**src/design/markup_token_lexer_assert.svh**
```systemverilog
// ----------------------------------------------------------------------------
// Markup token lexer assertion macros
// Concurrent assertion helpers used by the lexer's top-level RTL file.
// ----------------------------------------------------------------------------
`ifndef MARKUP_TOKEN_LEXER_ASSERT_SVH
`define MARKUP_TOKEN_LEXER_ASSERT_SVH

// Same-cycle implication, disabled while reset is asserted.
`define MTL_ASSERT_IMPLIES(name, clk, rst_n, ante, cons, msg) \
    name: assert property (@(posedge clk) disable iff (!rst_n) (ante) |-> (cons)) \
        else $error(msg);

// Checks a condition in the cycle after a reset cycle.
`define MTL_ASSERT_AFTER_RESET(name, clk, rst_n, cons, msg) \
    name: assert property (@(posedge clk) (!rst_n) |=> (cons)) \
        else $error(msg);

`endif

```
**src/design/mtl_pkg.sv**
```systemverilog
// ----------------------------------------------------------------------------
// Markup token lexer package
// Types, character codes and the per-byte lexing functions.
// ----------------------------------------------------------------------------
`default_nettype none

package mtl_pkg;

    typedef enum logic [3:0] {
        MODE_IDLE  = 4'd0,
        MODE_LINE  = 4'd1,
        MODE_BLOCK = 4'd2,
        MODE_BARE  = 4'd3,
        MODE_NEG   = 4'd4,
        MODE_STR   = 4'd5,
        MODE_SUF   = 4'd6
    } t_mode;

    localparam logic [1:0] KIND_SCALAR = 2'd0;
    localparam logic [1:0] KIND_STRING = 2'd1;
    localparam logic [1:0] KIND_PUNCT  = 2'd2;

    localparam int MAX_EVENTS = 5;
    localparam int EV_CNT_W   = 3;
    localparam int LEX_PASSES = 3;

    localparam logic [7:0] CH_TAB    = 8'h09;
    localparam logic [7:0] CH_LF     = 8'h0A;
    localparam logic [7:0] CH_CR     = 8'h0D;
    localparam logic [7:0] CH_SPACE  = 8'h20;
    localparam logic [7:0] CH_QUOTE  = 8'h22;
    localparam logic [7:0] CH_HASH   = 8'h23;
    localparam logic [7:0] CH_LPAREN = 8'h28;
    localparam logic [7:0] CH_RPAREN = 8'h29;
    localparam logic [7:0] CH_STAR   = 8'h2A;
    localparam logic [7:0] CH_COMMA  = 8'h2C;
    localparam logic [7:0] CH_DASH   = 8'h2D;
    localparam logic [7:0] CH_SLASH  = 8'h2F;
    localparam logic [7:0] CH_ZERO   = 8'h30;
    localparam logic [7:0] CH_NINE   = 8'h39;
    localparam logic [7:0] CH_EQUALS = 8'h3D;
    localparam logic [7:0] CH_UP_A   = 8'h41;
    localparam logic [7:0] CH_UP_Z   = 8'h5A;
    localparam logic [7:0] CH_LBRACK = 8'h5B;
    localparam logic [7:0] CH_BSLASH = 8'h5C;
    localparam logic [7:0] CH_RBRACK = 8'h5D;
    localparam logic [7:0] CH_USCORE = 8'h5F;
    localparam logic [7:0] CH_LO_A   = 8'h61;
    localparam logic [7:0] CH_LO_N   = 8'h6E;
    localparam logic [7:0] CH_LO_R   = 8'h72;
    localparam logic [7:0] CH_LO_T   = 8'h74;
    localparam logic [7:0] CH_LO_Z   = 8'h7A;
    localparam logic [7:0] CH_LBRACE = 8'h7B;
    localparam logic [7:0] CH_RBRACE = 8'h7D;

    typedef struct packed {
        logic       err;
        logic       done;
        logic       tok_end;
        logic       tok_start;
        logic       suffix;
        logic [1:0] kind;
        logic [7:0] data;
        logic       has;
    } t_event;

    typedef struct packed {
        logic [EV_CNT_W-1:0]         count;
        t_event [MAX_EVENTS-1:0]     ev;
    } t_entry;

    typedef struct packed {
        t_mode mode;
        logic  held_slash;
        logic  held_dash;
        logic  escape;
        logic  star;
    } t_lex_state;

    typedef struct packed {
        t_lex_state st;
        t_event     ev0;
        t_event     ev1;
        logic [1:0] count;
        logic       again;
    } t_pass;

    localparam t_lex_state LEX_RESET = '{MODE_IDLE, 1'b0, 1'b0, 1'b0, 1'b0};

    function automatic t_event ev_make(logic has, logic [7:0] data, logic [1:0] kind,
                                       logic suffix, logic start, logic tok_end,
                                       logic done, logic err);
        t_event e;
        e.has       = has;
        e.data      = has ? data : 8'h00;
        e.kind      = kind;
        e.suffix    = suffix;
        e.tok_start = start;
        e.tok_end   = tok_end;
        e.done      = done;
        e.err       = err;
        return e;
    endfunction

    function automatic logic is_space(logic [7:0] c);
        return (c == CH_SPACE) || (c >= CH_TAB && c <= CH_CR);
    endfunction

    function automatic logic is_punct(logic [7:0] c);
        return (c == CH_LBRACE) || (c == CH_RBRACE) || (c == CH_LBRACK) ||
               (c == CH_RBRACK) || (c == CH_LPAREN) || (c == CH_RPAREN) ||
               (c == CH_EQUALS);
    endfunction

    function automatic logic is_digit(logic [7:0] c);
        return (c >= CH_ZERO) && (c <= CH_NINE);
    endfunction

    function automatic logic is_word(logic [7:0] c);
        return is_digit(c) || (c >= CH_LO_A && c <= CH_LO_Z) ||
               (c >= CH_UP_A && c <= CH_UP_Z) || (c == CH_USCORE);
    endfunction

    function automatic logic ends_scalar(logic [7:0] c, logic dash_ends);
        return is_space(c) || (c == CH_COMMA) || (c == CH_HASH) || (c == CH_QUOTE) ||
               is_punct(c) || (dash_ends && (c == CH_DASH));
    endfunction

    function automatic t_pass pass_emit(t_pass p, t_event e);
        t_pass r;
        r = p;
        if (r.count == 2'd0) begin
            r.ev0 = e;
        end else begin
            r.ev1 = e;
        end
        r.count = r.count + 2'd1;
        return r;
    endfunction

    // One pass of the lexer over a byte. When again is set, the same byte has
    // to be looked at once more in the new mode.
    function automatic t_pass lex_pass(t_lex_state st, logic [7:0] c);
        t_pass  r;
        logic   closed;
        logic [7:0] dec;
        r       = '0;
        r.st    = st;
        closed  = 1'b0;
        dec     = c;
        unique case (st.mode)
            MODE_LINE: begin
                if (c == CH_LF) r.st.mode = MODE_IDLE;
            end
            MODE_BLOCK: begin
                if (st.star && c == CH_SLASH) begin
                    r.st.star = 1'b0;
                    r.st.mode = MODE_IDLE;
                end else begin
                    r.st.star = (c == CH_STAR);
                end
            end
            MODE_BARE, MODE_NEG: begin
                if (st.held_slash) begin
                    r.st.held_slash = 1'b0;
                    if (c == CH_SLASH || c == CH_STAR) begin
                        r = pass_emit(r, ev_make(1'b0, 8'h00, KIND_SCALAR,
                                                 1'b0, 1'b0, 1'b1, 1'b0, 1'b0));
                        r.st.star = 1'b0;
                        r.st.mode = (c == CH_SLASH) ? MODE_LINE : MODE_BLOCK;
                        closed    = 1'b1;
                    end else begin
                        r = pass_emit(r, ev_make(1'b1, CH_SLASH, KIND_SCALAR,
                                                 1'b0, 1'b0, 1'b0, 1'b0, 1'b0));
                    end
                end
                if (!closed) begin
                    if (ends_scalar(c, st.mode == MODE_BARE)) begin
                        r = pass_emit(r, ev_make(1'b0, 8'h00, KIND_SCALAR,
                                                 1'b0, 1'b0, 1'b1, 1'b0, 1'b0));
                        r.st.mode = MODE_IDLE;
                        r.again   = 1'b1;
                    end else if (c == CH_SLASH) begin
                        r.st.held_slash = 1'b1;
                    end else begin
                        r = pass_emit(r, ev_make(1'b1, c, KIND_SCALAR,
                                                 1'b0, 1'b0, 1'b0, 1'b0, 1'b0));
                    end
                end
            end
            MODE_STR: begin
                if (st.escape) begin
                    if (c == CH_LO_N) begin
                        dec = CH_LF;
                    end else if (c == CH_LO_R) begin
                        dec = CH_CR;
                    end else if (c == CH_LO_T) begin
                        dec = CH_TAB;
                    end
                    r.st.escape = 1'b0;
                    r = pass_emit(r, ev_make(1'b1, dec, KIND_STRING,
                                             1'b0, 1'b0, 1'b0, 1'b0, 1'b0));
                end else if (c == CH_BSLASH) begin
                    r.st.escape = 1'b1;
                end else if (c == CH_QUOTE) begin
                    r.st.mode = MODE_SUF;
                end else begin
                    r = pass_emit(r, ev_make(1'b1, c, KIND_STRING,
                                             1'b0, 1'b0, 1'b0, 1'b0, 1'b0));
                end
            end
            MODE_SUF: begin
                if (is_word(c)) begin
                    r = pass_emit(r, ev_make(1'b1, c, KIND_STRING,
                                             1'b1, 1'b0, 1'b0, 1'b0, 1'b0));
                end else begin
                    r = pass_emit(r, ev_make(1'b0, 8'h00, KIND_STRING,
                                             1'b0, 1'b0, 1'b1, 1'b0, 1'b0));
                    r.st.mode = MODE_IDLE;
                    r.again   = 1'b1;
                end
            end
            default: begin
                r.st.mode = MODE_IDLE;
                if (st.held_slash) begin
                    r.st.held_slash = 1'b0;
                    if (c == CH_SLASH || c == CH_STAR) begin
                        r.st.star = 1'b0;
                        r.st.mode = (c == CH_SLASH) ? MODE_LINE : MODE_BLOCK;
                    end else begin
                        r = pass_emit(r, ev_make(1'b1, CH_SLASH, KIND_SCALAR,
                                                 1'b0, 1'b1, 1'b0, 1'b0, 1'b0));
                        r.st.mode = MODE_BARE;
                        r.again   = 1'b1;
                    end
                end else begin
                    if (st.held_dash) begin
                        r.st.held_dash = 1'b0;
                        if (is_digit(c)) begin
                            r = pass_emit(r, ev_make(1'b1, CH_DASH, KIND_SCALAR,
                                                     1'b0, 1'b1, 1'b0, 1'b0, 1'b0));
                            r.st.mode = MODE_NEG;
                            r.again   = 1'b1;
                            closed    = 1'b1;
                        end else begin
                            r = pass_emit(r, ev_make(1'b1, CH_DASH, KIND_PUNCT,
                                                     1'b0, 1'b1, 1'b1, 1'b0, 1'b0));
                        end
                    end
                    if (!closed) begin
                        priority if (is_space(c) || c == CH_COMMA) begin
                            r.st.mode = MODE_IDLE;
                        end else if (c == CH_HASH) begin
                            r.st.mode = MODE_LINE;
                        end else if (c == CH_SLASH) begin
                            r.st.held_slash = 1'b1;
                        end else if (c == CH_DASH) begin
                            r.st.held_dash = 1'b1;
                        end else if (is_punct(c)) begin
                            r = pass_emit(r, ev_make(1'b1, c, KIND_PUNCT,
                                                     1'b0, 1'b1, 1'b1, 1'b0, 1'b0));
                        end else if (c == CH_QUOTE) begin
                            r = pass_emit(r, ev_make(1'b0, 8'h00, KIND_STRING,
                                                     1'b0, 1'b1, 1'b0, 1'b0, 1'b0));
                            r.st.escape = 1'b0;
                            r.st.mode   = MODE_STR;
                        end else begin
                            r = pass_emit(r, ev_make(1'b1, c, KIND_SCALAR,
                                                     1'b0, 1'b1, 1'b0, 1'b0, 1'b0));
                            r.st.mode = MODE_BARE;
                        end
                    end
                end
            end
        endcase
        return r;
    endfunction

    function automatic t_entry entry_append(t_entry en, t_event e);
        t_entry r;
        r = en;
        if (r.count < EV_CNT_W'(MAX_EVENTS)) begin
            r.ev[r.count] = e;
            r.count       = r.count + EV_CNT_W'(1);
        end
        return r;
    endfunction

    // Flushes whatever is held or open at the end of the text and adds the
    // closing event.
    function automatic t_entry entry_finish(t_entry en, t_lex_state st);
        t_entry r;
        logic   err;
        r   = en;
        err = 1'b0;
        unique case (st.mode)
            MODE_BARE, MODE_NEG: begin
                if (st.held_slash) begin
                    r = entry_append(r, ev_make(1'b1, CH_SLASH, KIND_SCALAR,
                                                1'b0, 1'b0, 1'b0, 1'b0, 1'b0));
                end
                r = entry_append(r, ev_make(1'b0, 8'h00, KIND_SCALAR,
                                            1'b0, 1'b0, 1'b1, 1'b0, 1'b0));
            end
            MODE_STR, MODE_SUF: begin
                r = entry_append(r, ev_make(1'b0, 8'h00, KIND_STRING,
                                            1'b0, 1'b0, 1'b1, 1'b0, 1'b0));
            end
            MODE_LINE: begin
                err = 1'b0;
            end
            MODE_BLOCK: begin
                err = 1'b1;
            end
            default: begin
                if (st.held_slash) begin
                    r = entry_append(r, ev_make(1'b1, CH_SLASH, KIND_SCALAR,
                                                1'b0, 1'b1, 1'b0, 1'b0, 1'b0));
                    r = entry_append(r, ev_make(1'b0, 8'h00, KIND_SCALAR,
                                                1'b0, 1'b0, 1'b1, 1'b0, 1'b0));
                end else if (st.held_dash) begin
                    r = entry_append(r, ev_make(1'b1, CH_DASH, KIND_PUNCT,
                                                1'b0, 1'b1, 1'b1, 1'b0, 1'b0));
                end
            end
        endcase
        r = entry_append(r, ev_make(1'b0, 8'h00, KIND_SCALAR,
                                    1'b0, 1'b0, 1'b0, 1'b1, err));
        return r;
    endfunction

endpackage

`default_nettype wire

```
**src/design/markup_token_lexer.sv**
```systemverilog
// ----------------------------------------------------------------------------
// Markup token lexer
// Streaming lexer for a brace and bracket markup language.
// ----------------------------------------------------------------------------
// The block takes one text byte per transfer and can accept a byte in every
// cycle. Each byte yields between zero and five token events, which are held
// as one group in a queue of P_QUEUE_DEPTH groups and leave the block at one
// event per cycle through a registered output; the sustained rate is thus set
// by the output port, one event per cycle, and the input stalls only when the
// queue is full. A byte flagged with s_tlast closes the text: open tokens are
// flushed, a final event with m_tlast follows, and the lexer returns to its
// reset state for the next text.
`default_nettype none
`include "markup_token_lexer_assert.svh"

module markup_token_lexer
    import mtl_pkg::*;
#(
    parameter int P_QUEUE_DEPTH = 4
) (
    input  logic        i_clk,
    input  logic        i_rst_n,
    input  logic        s_tvalid,
    output logic        s_tready,
    input  logic [7:0]  s_tdata,   // [7:0] text_byte
    input  logic        s_tlast,   // end_of_text
    output logic        m_tvalid,
    input  logic        m_tready,
    output logic [15:0] m_tdata,   // [0] has_byte, [8:1] out_byte, [9] in_suffix,
                                   // [10] token_start, [11] token_end,
                                   // [12] open_comment_error, [15:13] zero
    output logic [1:0]  m_tuser,   // [1:0] token_kind
    output logic        m_tlast    // stream_done
);

    localparam int ENTRY_W = $bits(t_entry);

    logic               q_push;
    logic               q_full;
    logic               q_valid;
    logic               q_pop;
    t_entry             f_entry;
    logic [ENTRY_W-1:0] q_data;
    t_event             out_ev;

    mtl_front u_front (
        .i_clk   (i_clk),
        .i_rst_n (i_rst_n),
        .i_valid (s_tvalid),
        .i_byte  (s_tdata),
        .i_last  (s_tlast),
        .o_ready (s_tready),
        .i_full  (q_full),
        .o_push  (q_push),
        .o_entry (f_entry)
    );

    mtl_queue #(
        .WIDTH (ENTRY_W),
        .DEPTH (P_QUEUE_DEPTH)
    ) u_queue (
        .i_clk   (i_clk),
        .i_rst_n (i_rst_n),
        .i_push  (q_push),
        .i_data  (f_entry),
        .o_full  (q_full),
        .o_valid (q_valid),
        .i_pop   (q_pop),
        .o_data  (q_data)
    );

    mtl_back u_back (
        .i_clk   (i_clk),
        .i_rst_n (i_rst_n),
        .i_valid (q_valid),
        .i_entry (t_entry'(q_data)),
        .o_pop   (q_pop),
        .o_valid (m_tvalid),
        .i_ready (m_tready),
        .o_event (out_ev)
    );

    assign m_tdata = {3'b000, out_ev.err, out_ev.tok_end, out_ev.tok_start,
                      out_ev.suffix, out_ev.data, out_ev.has};
    assign m_tuser = out_ev.kind;
    assign m_tlast = out_ev.done;

    `MTL_ASSERT_IMPLIES(a_err_only_at_done, i_clk, i_rst_n, m_tvalid && m_tdata[12], m_tlast, "comment error outside the closing event")
    `MTL_ASSERT_IMPLIES(a_done_is_bare, i_clk, i_rst_n, m_tvalid && m_tlast, !m_tdata[0] && (m_tuser == KIND_SCALAR), "closing event carries a byte or a kind")
    `MTL_ASSERT_IMPLIES(a_byteless_zero, i_clk, i_rst_n, m_tvalid && !m_tdata[0], m_tdata[8:1] == 8'h00, "byteless event with a nonzero byte")
    `MTL_ASSERT_AFTER_RESET(a_reset_quiet, i_clk, i_rst_n, !m_tvalid && s_tready, "output busy or input blocked after reset")

endmodule

`default_nettype wire

```
**src/design/mtl_front.sv**
```systemverilog
// ----------------------------------------------------------------------------
// Markup token lexer front end
// Accepts text bytes, runs the lexer state and queues each byte's events.
// ----------------------------------------------------------------------------
`default_nettype none

module mtl_front
    import mtl_pkg::*;
(
    input  logic       i_clk,
    input  logic       i_rst_n,
    input  logic       i_valid,
    input  logic [7:0] i_byte,
    input  logic       i_last,
    output logic       o_ready,
    input  logic       i_full,
    output logic       o_push,
    output t_entry     o_entry
);

    t_lex_state r_state;
    t_lex_state n_state;
    t_entry     n_entry;
    t_pass      pass;
    logic       go;
    logic       accept;

    always_comb begin
        n_state = r_state;
        n_entry = '0;
        pass    = '0;
        go      = 1'b1;
        for (int k = 0; k < LEX_PASSES; k++) begin
            if (go) begin
                pass    = lex_pass(n_state, i_byte);
                n_state = pass.st;
                go      = pass.again;
                if (pass.count != 2'd0) n_entry = entry_append(n_entry, pass.ev0);
                if (pass.count == 2'd2) n_entry = entry_append(n_entry, pass.ev1);
            end
        end
        if (i_last) begin
            n_entry = entry_finish(n_entry, n_state);
            n_state = LEX_RESET;
        end
    end

    assign o_ready = !i_full;
    assign accept  = i_valid && o_ready;
    assign o_push  = accept && (n_entry.count != '0);
    assign o_entry = n_entry;

    always_ff @(posedge i_clk) begin
        if (!i_rst_n) begin
            r_state <= LEX_RESET;
        end else if (accept) begin
            r_state <= n_state;
        end
    end

endmodule

`default_nettype wire

```
**src/design/mtl_queue.sv**
```systemverilog
// ----------------------------------------------------------------------------
// Markup token lexer event queue
// Small first-in first-out buffer between the front and back ends.
// ----------------------------------------------------------------------------
`default_nettype none

module mtl_queue #(
    parameter int WIDTH = 8,
    parameter int DEPTH = 4
) (
    input  logic             i_clk,
    input  logic             i_rst_n,
    input  logic             i_push,
    input  logic [WIDTH-1:0] i_data,
    output logic             o_full,
    output logic             o_valid,
    input  logic             i_pop,
    output logic [WIDTH-1:0] o_data
);

    localparam int IDX_W = (DEPTH > 1) ? $clog2(DEPTH) : 1;
    localparam int CNT_W = $clog2(DEPTH + 1);

    logic [WIDTH-1:0] r_mem [DEPTH];
    logic [IDX_W-1:0] r_wr;
    logic [IDX_W-1:0] r_rd;
    logic [CNT_W-1:0] r_count;
    logic [CNT_W-1:0] n_count;
    logic             do_push;
    logic             do_pop;

    assign o_full  = (r_count == CNT_W'(DEPTH));
    assign o_valid = (r_count != '0);
    assign o_data  = r_mem[r_rd];
    assign do_push = i_push && !o_full;
    assign do_pop  = i_pop && o_valid;

    always_comb begin
        unique case ({do_push, do_pop})
            2'b10:   n_count = r_count + CNT_W'(1);
            2'b01:   n_count = r_count - CNT_W'(1);
            default: n_count = r_count;
        endcase
    end

    always_ff @(posedge i_clk) begin
        if (!i_rst_n) begin
            r_wr    <= '0;
            r_rd    <= '0;
            r_count <= '0;
        end else begin
            r_count <= n_count;
            if (do_push) begin
                r_wr <= (r_wr == IDX_W'(DEPTH - 1)) ? '0 : r_wr + IDX_W'(1);
            end
            if (do_pop) begin
                r_rd <= (r_rd == IDX_W'(DEPTH - 1)) ? '0 : r_rd + IDX_W'(1);
            end
        end
    end

    always_ff @(posedge i_clk) begin
        if (do_push) begin
            r_mem[r_wr] <= i_data;
        end
    end

endmodule

`default_nettype wire

```
**src/design/mtl_back.sv**
```systemverilog
// ----------------------------------------------------------------------------
// Markup token lexer back end
// Unpacks queued event groups and presents one event per transfer.
// ----------------------------------------------------------------------------
`default_nettype none

module mtl_back
    import mtl_pkg::*;
(
    input  logic   i_clk,
    input  logic   i_rst_n,
    input  logic   i_valid,
    input  t_entry i_entry,
    output logic   o_pop,
    output logic   o_valid,
    input  logic   i_ready,
    output t_event o_event
);

    logic                r_busy;
    t_entry              r_entry;
    logic [EV_CNT_W-1:0] r_idx;
    logic                r_out_valid;
    t_event              r_out_event;
    logic                load_out;
    logic                last;

    assign load_out = r_busy && (!r_out_valid || i_ready);
    assign last     = (r_idx == (r_entry.count - EV_CNT_W'(1)));
    assign o_pop    = i_valid && (!r_busy || (load_out && last));
    assign o_valid  = r_out_valid;
    assign o_event  = r_out_event;

    always_ff @(posedge i_clk) begin
        if (!i_rst_n) begin
            r_busy      <= 1'b0;
            r_idx       <= '0;
            r_out_valid <= 1'b0;
        end else begin
            if (o_pop) begin
                r_busy <= 1'b1;
                r_idx  <= '0;
            end else if (load_out && last) begin
                r_busy <= 1'b0;
            end else if (load_out) begin
                r_idx <= r_idx + EV_CNT_W'(1);
            end
            if (load_out) begin
                r_out_valid <= 1'b1;
            end else if (i_ready) begin
                r_out_valid <= 1'b0;
            end
        end
    end

    always_ff @(posedge i_clk) begin
        if (o_pop) begin
            r_entry <= i_entry;
        end
        if (load_out) begin
            r_out_event <= r_entry.ev[r_idx];
        end
    end

endmodule

`default_nettype wire
```
**config.mk**
```make
export PLATFORM = sky130hd
export DESIGN_NAME = markup_token_lexer
export DESIGN_NICKNAME = d
export VERILOG_FILES = /design/src/design/mtl_pkg.sv /design/src/design/markup_token_lexer.sv /design/src/design/mtl_front.sv /design/src/design/mtl_queue.sv /design/src/design/mtl_back.sv
export VERILOG_INCLUDE_DIRS = /design/src /design/src/design
export SDC_FILE = /design/constraint.sdc
export NUM_CORES = 1
export LEC_CHECK = 0
export ABC_AREA = 0
export BUFFER_PORTS_ARGS = -buffer_cell sky130_fd_sc_hd__buf_2
export CORE_MARGIN = 4
export CORE_UTILIZATION = 55
export CTS_CLUSTER_SIZE = 14
export DETAILED_ROUTE_END_ITERATION = 16
export PLACE_DENSITY = 0.73
export SYNTH_ARGS = -nofsm -noshare
export SYNTH_HDL_FRONTEND = slang
export SYNTH_SLANG_ARGS = --single-unit
```
**constraint.sdc**
```tcl
create_clock -name i_clk -period 12.6 [get_ports i_clk]
set_input_delay 1.89 -clock i_clk [delete_from_list [all_inputs] [get_ports i_clk]]
set_output_delay 1.89 -clock i_clk [all_outputs]
set_load 0.05 [all_outputs]
```
==> impl_metrics.env, run 1 <==
export IMPL_critPathLaunchType="primary input"
export IMPL_power_switching_uw=1910
export IMPL_rsz0062_at_grt="no"
export IMPL_diodes=0
export IMPL_start_util=0.559
export IMPL_worstHoldEndpoint="u_back.o_valid$_SDFFE_PN0P_"
export IMPL_syn_avg_cell_area_sq_um=12.3
export IMPL_p_per_area_nw_per_um2=209
export IMPL_coreArea_sq_um=42100
export IMPL_regArea_sq_um=13400
export IMPL_antenna_found_initial=0
export IMPL_fin_tns_setup_ns=0
export IMPL_ys_warn_count=0
export IMPL_p_sw_frac=0.344
export IMPL_drive_gt1_frac=0.178
export IMPL_clock_sinks=451
export IMPL_min_period_over_period=0.922
export IMPL_die_height_microns=215
export IMPL_first_global_vias=17600
export IMPL_gp_congestion=1.04
export IMPL_hold_worst_slack_ns=0.480
export IMPL_overflow=0
export IMPL_synth_top_area_frac=0.549
export IMPL_yosys_cell_types_count=115
export IMPL_r2r_cells=41
export IMPL_postCtsSetupBuffers=0
export IMPL_clkLatencyLatePin_ns=0.56
export IMPL_worst_ep_arrival_time_ns=12.10
export IMPL_routedWlPerCell_microns=28.6
export IMPL_timing_rr_start="u_front.r_state[5]$_SDFFE_PN0P_"
export IMPL_tightest_slew_ns=1.28
export IMPL_synthTopCellsByCount="431 x edfxtp_1, 150 x nor2_1, 135 x a21oi_1"
export IMPL_leakagePower_uw=0.00906
export IMPL_cap_viol_max_count=0
export IMPL_power_frac_clock=0.222
export IMPL_worstSetupPathType="primary input to flop"
export IMPL_internal_power_uw=3640
export IMPL_period_needed_ns=11.62
export IMPL_timing_rr_end="u_queue.r_count[2]$_SDFFE_PN0P_"
export IMPL_min_from="u_back.r_busy$_SDFFE_PN0P_"
export IMPL_cpMostUsedCell="ha_1"
export IMPL_clk_pin_slew_worst_paths_ns=0.06
export IMPL_hp_class="flop to flop"
export IMPL_final_setup_skew_ns=0.0204
export IMPL_nets=2080
export IMPL_async_flop_share=0
export IMPL_ir_drop_mv=0.148
export IMPL_hpwl_mm=52.5
export IMPL_synth_edf_count=431
export IMPL_drt_iter0_drc=2356
export IMPL_ys_seq_area_frac=0.566
export IMPL_drtAntennaViolNets=0
export IMPL_final_setup_viol_count=0
export IMPL_drtPass1Iterations=6
export IMPL_die_x_microns=215
export IMPL_via_per_inst=6.90
export IMPL_run_status="finished clean"
export IMPL_cp_required_ns=13.08
export IMPL_grt_pass1_wl_mm=112
export IMPL_crit_path_top_delay_cell="o41ai_1"
export IMPL_die_area_sq_um=46200
export IMPL_pwr_share_seq=0.423
export IMPL_via_count=18000
export IMPL_grt_usage=0.319
export IMPL_drc=0
export IMPL_cts_root_buf="clkbuf_16"
export IMPL_cts_tree="done"
export IMPL_cts_hold_buffers_added=0
export IMPL_fmax_mhz=86.1
export IMPL_end_kind="flop"
export IMPL_cts_resized=0
export IMPL_layout_filler_cells=3158
export IMPL_synth_seq_cells=451
export IMPL_worstHoldPathCells=1
export IMPL_regToRegSetupSlack_ns=2.30
export IMPL_combPwrFrac=0.355
export IMPL_multi_input_area_sq_um=9710
export IMPL_worstPathMaxFanout=16
export IMPL_netlist_area_sq_um=23600
export IMPL_ys_top_cells_by_area="edfxtp_1 55%, mux4_2 7.9%, a21oi_1 2.9%"
export IMPL_relSlewSlack=0.144
export IMPL_htreeDepth=2
export IMPL_yosysMostFrequentCell="edfxtp_1"
export IMPL_syn_inst=1914
export IMPL_syn2layout_area_growth_pct=12.4
export IMPL_numPortBuffers=30
export IMPL_finalHoldViolCount=0
export IMPL_clk_path_buf_depth=3
export IMPL_io_pins=34
export IMPL_synth_top_flop_cell="edfxtp_1"
export IMPL_cts_buffers_inserted=43
export IMPL_synth_area_leader_cell="edfxtp_1"
export IMPL_grt_max_degree=66
export IMPL_wl_mm=74.7
export IMPL_cpPeakStageDelay_ns=0.82
export IMPL_final_max_slew_violation_count=0
export IMPL_placementRows=75
[worst max-delay path by stage]
stage / endpoint / startpoint / cells after the start
6_report: u_queue.r_count[2]$_SDFFE_PN0P_ / s_tdata[7] / 43
5_1_grt: u_queue.r_count[2]$_SDFFE_PN0P_ / s_tdata[7] / 43
4_1_cts: u_queue.r_count[2]$_SDFFE_PN0P_ / s_tdata[7] / 43
3_5_place_dp: u_queue.r_count[2]$_SDFFE_PN0P_ / s_tdata[7] / 43
3_3_place_gp: u_queue.r_count[2]$_SDFFE_PN0P_ / s_tdata[7] / 43
2_1_floorplan: u_queue.r_mem[0][0]$_DFFE_PP_ / s_tdata[4] / 44
[power by group through the flow]
stage	Sequential [uW]	Clock (uW)	Combinational [uW]
6_report	2350	1230	1970
5_1_grt	2380	1330	2110
4_1_cts	2350	1250	1960
3_5_place_dp	2370	0	1940
3_3_place_gp	2340	0	1910
2_1_floorplan	2390	0	1210
[sequential cells by signal, summed over array words and instances, names as in the netlist]
name,count
u_back.r_busy,1
u_back.o_valid,1
u_back.o_event,16
u_queue.r_rd,2
u_back.r_entry,83
u_back.r_idx,3
u_front.r_state,8
u_queue.r_count,3
u_queue.r_wr,2
u_queue.r_mem,332
[cells by family after synthesis]
group,after synthesis,synth area share
simple gates,570,0.124
xor+xnor,13,0.00483
mux,125,0.0972
compound gates,562,0.163
buf+inv,166,0.0306
other cells,1,0.000159
flops,451,0.566
fa+ha+maj,26,0.0141
[cell type report]
cell class,instances,share of cell area
Clock buffer,52,0.0419
Clock inverter,25,0.00906
Inverter,39,0.00585
Multi-Input combinational cell,1343,0.366
Sequential cell,451,0.504
Tap cell,539,0.0254
Timing Repair Buffer,163,0.0476
[critical path, delay by kind of cell]
| kind | cells | cell delay (ns) |
|---|---|---|
| buffers and inverters | 7 | 0.63 |
| AOI/OAI and AO/OA | 16 | 4.71 |
| adders and majority gates | 8 | 2.27 |
| and+or+nand+nor | 10 | 2.20 |
| xor gates and xnor gates | 2 | 0.34 |
[per-stage QoR]
stage | instance area (sq um) | instances | power, uW | worst slack [ns] | utilization
2_1_floorplan | 23800 | 1960 | 3610 | 0.314 | -
3_3_place_gp | 25200 | 2535 | 4250 | 0.850 | 0.597
3_5_place_dp | 25200 | 2535 | 4310 | 0.684 | 0.597
4_1_cts | 26500 | 2612 | 5560 | 1.17 | 0.629
5_1_grt | 26500 | 2612 | 5810 | 0.567 | 0.629
6_report | 26500 | 2612 | 5550 | 0.979 | 0.629
[placed cells by master (no fill, tap or decap), drive strengths merged, types with 12 or more instances in the layout]
cell type / n
and2: 34
conb: 47
inv: 37
o21a: 19
and3: 19
a21oi: 136
nand2: 133
nor2: 152
dfxtp: 20
nor2b: 19
nand3: 52
a22oi: 17
nor3: 49
mux4: 83
nand4: 14
clkbuf: 52
ha: 25
a211oi: 19
a21o: 12
o31ai: 17
o21ai: 129
buf: 163
a21boi: 12
mux2i: 41
o211ai: 15
or3: 16
a31oi: 14
o22ai: 47
clkinv: 23
a221oi: 12
nand2b: 19
edfxtp: 431
[routing by layer]
layer	global-route usage	wire (microns)	vias up
met5	0	0	-
met4	0.133	3780	0
met3	0.0555	7020	220
met2	0.517	35200	1150
met1	0.433	28700	8866
li1	-	-	7779
No activity file was read; power rests on OpenSTA's default activity.
==> run 2: changes to the inputs <==
--- a/config.mk
+++ b/config.mk
@@ -12,7 +12,7 @@
 export CORE_UTILIZATION = 55
 export CTS_CLUSTER_SIZE = 14
 export DETAILED_ROUTE_END_ITERATION = 16
-export PLACE_DENSITY = 0.73
+export PLACE_DENSITY = 0.74
 export SYNTH_ARGS = -nofsm -noshare
 export SYNTH_HDL_FRONTEND = slang
 export SYNTH_SLANG_ARGS = --single-unit
==> run 2 against run 1 <==
Effect of this change: critical path depth stayed put; utilization fell by 0.13 points; worst setup slack worse by 0.098 ns; first-iteration DRC count shrank 6.6%; non-clock buffer count fell by 15; via count is 0.18% lower; combinational power decreased by 2%; flip-flop and latch count unchanged; count of clock-buffer cells in the layout increased by 4.
==> impl_metrics.env, run 2 (synthesized netlist as in run 1, its figures left out) <==
export IMPL_overflow=0
export IMPL_grt_max_degree=60
export IMPL_cpPeakStageDelay_ns=0.77
export IMPL_grt_pass1_wl_mm=112
export IMPL_cp_num_buf_inv=7
export IMPL_rsz0062_at_grt="no"
export IMPL_worstHoldPathCells=1
export IMPL_tightest_slew_ns=1.10
export IMPL_placementRows=75
export IMPL_worstSetupPathType="primary input to flop"
export IMPL_wl_mm=74.7
export IMPL_worst_ep_arrival_time_ns=12.21
export IMPL_routedWlPerCell_microns=28.8
export IMPL_end_kind="flop"
export IMPL_cts_resized=0
export IMPL_cts_root_buf="clkbuf_16"
export IMPL_cts_hold_buffers_added=0
export IMPL_via_per_inst=6.92
export IMPL_final_max_slew_violation_count=0
export IMPL_diodes=0
export IMPL_clkLatencyLatePin_ns=0.58
export IMPL_drtPass1Iterations=9
export IMPL_die_area_sq_um=46200
export IMPL_cts_buffers_inserted=44
export IMPL_hpwl_mm=53.1
export IMPL_nets=2066
export IMPL_final_setup_viol_count=0
export IMPL_mostFrequentLayoutCells="431 x edfxtp_1, 150 x nor2_1, 135 x a21oi_1, 133 x nand2_1, 115 x o21ai_0"
export IMPL_syn2layout_area_growth_pct=12.2
export IMPL_p_per_area_nw_per_um2=211
export IMPL_via_count=18000
export IMPL_postCtsSetupBuffers=0
export IMPL_r2r_cells=41
export IMPL_coreArea_sq_um=42100
export IMPL_numPortBuffers=30
export IMPL_fmax_mhz=85.3
export IMPL_die_height_microns=215
export IMPL_largest_reg_flops=332
export IMPL_leakagePower_uw=0.00901
export IMPL_cpMostUsedCell="ha_1"
export IMPL_layout_commonest_cell="edfxtp_1"
export IMPL_crit_cells=43
export IMPL_cts_tree="done"
export IMPL_final_setup_skew_ns=0.0294
export IMPL_finalHoldViolCount=0
export IMPL_htreeDepth=2
export IMPL_critPathLaunchType="primary input"
export IMPL_min_period_over_period=0.930
export IMPL_hold_worst_slack_ns=0.479
export IMPL_die_x_microns=215
export IMPL_ir_drop_mv=0.134
export IMPL_clk_pin_slew_worst_paths_ns=0.06
export IMPL_gp_congestion=1.03
export IMPL_crit_path_top_delay_cell="o41ai_1"
export IMPL_io_pins=34
export IMPL_drt_iter0_drc=2201
export IMPL_largest_register="u_queue.r_mem"
export IMPL_clock_sinks=451
export IMPL_first_global_vias=17500
export IMPL_grt_usage=0.320
export IMPL_worstPathMaxFanout=18
export IMPL_drive_gt1_frac=0.172
export IMPL_period_needed_ns=11.72
export IMPL_cap_viol_max_count=0
export IMPL_cp_required_ns=13.09
export IMPL_hp_class="flop to flop"
export IMPL_run_status="finished clean"
export IMPL_drc=0
export IMPL_relSlewSlack=0.262
export IMPL_start_util=0.559
export IMPL_fin_tns_setup_ns=0
export IMPL_crit_family="compound AO/OA/AOI/OAI gates"
export IMPL_drtAntennaViolNets=0
export IMPL_layout_filler_cells=3272
export IMPL_antenna_found_initial=0
export IMPL_clk_path_buf_depth=3
[run 2: cell types whose count changed in the layout (fill, tap and decap cells not counted), moves of 2 or more]
cell | before | now
buf_4 | 124 | 110
clkinv_2 | 11 | 7
clkinv_8 | 0 | 2
clkbuf_16 | 43 | 45
[run 2: path summary, 6_finish.rpt]
check                                  start                              end  slack [ns]
min reg2reg       u_back.r_busy$_SDFFE_PN0P_      u_back.o_valid$_SDFFE_PN0P_        0.48
max reg2reg  u_front.r_state[5]$_SDFFE_PN0P_  u_queue.r_count[2]$_SDFFE_PN0P_        2.15
min               u_back.r_busy$_SDFFE_PN0P_      u_back.o_valid$_SDFFE_PN0P_        0.48
max                               s_tdata[4]  u_queue.r_count[2]$_SDFFE_PN0P_        0.88
[run 2: routing by layer]
layer  track usage  routed length [microns]  part of all wire
met2         0.514                    35000              0.47
met1         0.442                    29600              0.40
met3        0.0507                     6490             0.087
met5             0                        0                 0
met4         0.129                     3660             0.049
[run 2: layout make-up]
| cell class | count | area, sq um | area share |
|---|---|---|---|
| inverter | 39 | 155 | 0.00587 |
| timing repair buffer | 148 | 1140 | 0.0430 |
| clock inverter | 21 | 248 | 0.00937 |
| clock buffer | 56 | 1180 | 0.0445 |
| tap | 539 | 674 | 0.0255 |
| sequential | 451 | 13400 | 0.505 |
| multi-input combinational | 1343 | 9710 | 0.367 |
[run 2: report_power, final]
| group | internal (uW) | leakage, uW | switching [uW] |
|---|---|---|---|
| clock network | 747 | 0.000694 | 548 |
| logic | 697 | 0.00413 | 1230 |
| registers | 2210 | 0.00419 | 160 |
[run 2: metrics by stage]
step,instance area (sq um),worst slack (ns),cells,utilization,power [uW]
2_1_floorplan,23800,0.314,1960,-,3610
3_3_place_gp,25000,0.751,2520,0.594,4240
3_5_place_dp,25000,0.517,2520,0.594,4290
4_1_cts,26400,1.07,2597,0.628,5600
5_1_grt,26400,0.382,2597,0.628,5850
6_report,26400,0.881,2597,0.628,5590
[run 2: worst register-to-register path: cells and delay by family (launching register included)]
| kind | cells | cell delay, ns |
|---|---|---|
| XOR/XNOR | 2 | 0.33 |
| adder cells (fa/ha/maj) | 8 | 2.42 |
| flip-flops | 1 | 0.68 |
| buffers and inverters | 5 | 0.46 |
| AND/OR/NAND/NOR | 10 | 1.98 |
| AO/OA/AOI/OAI | 16 | 4.49 |
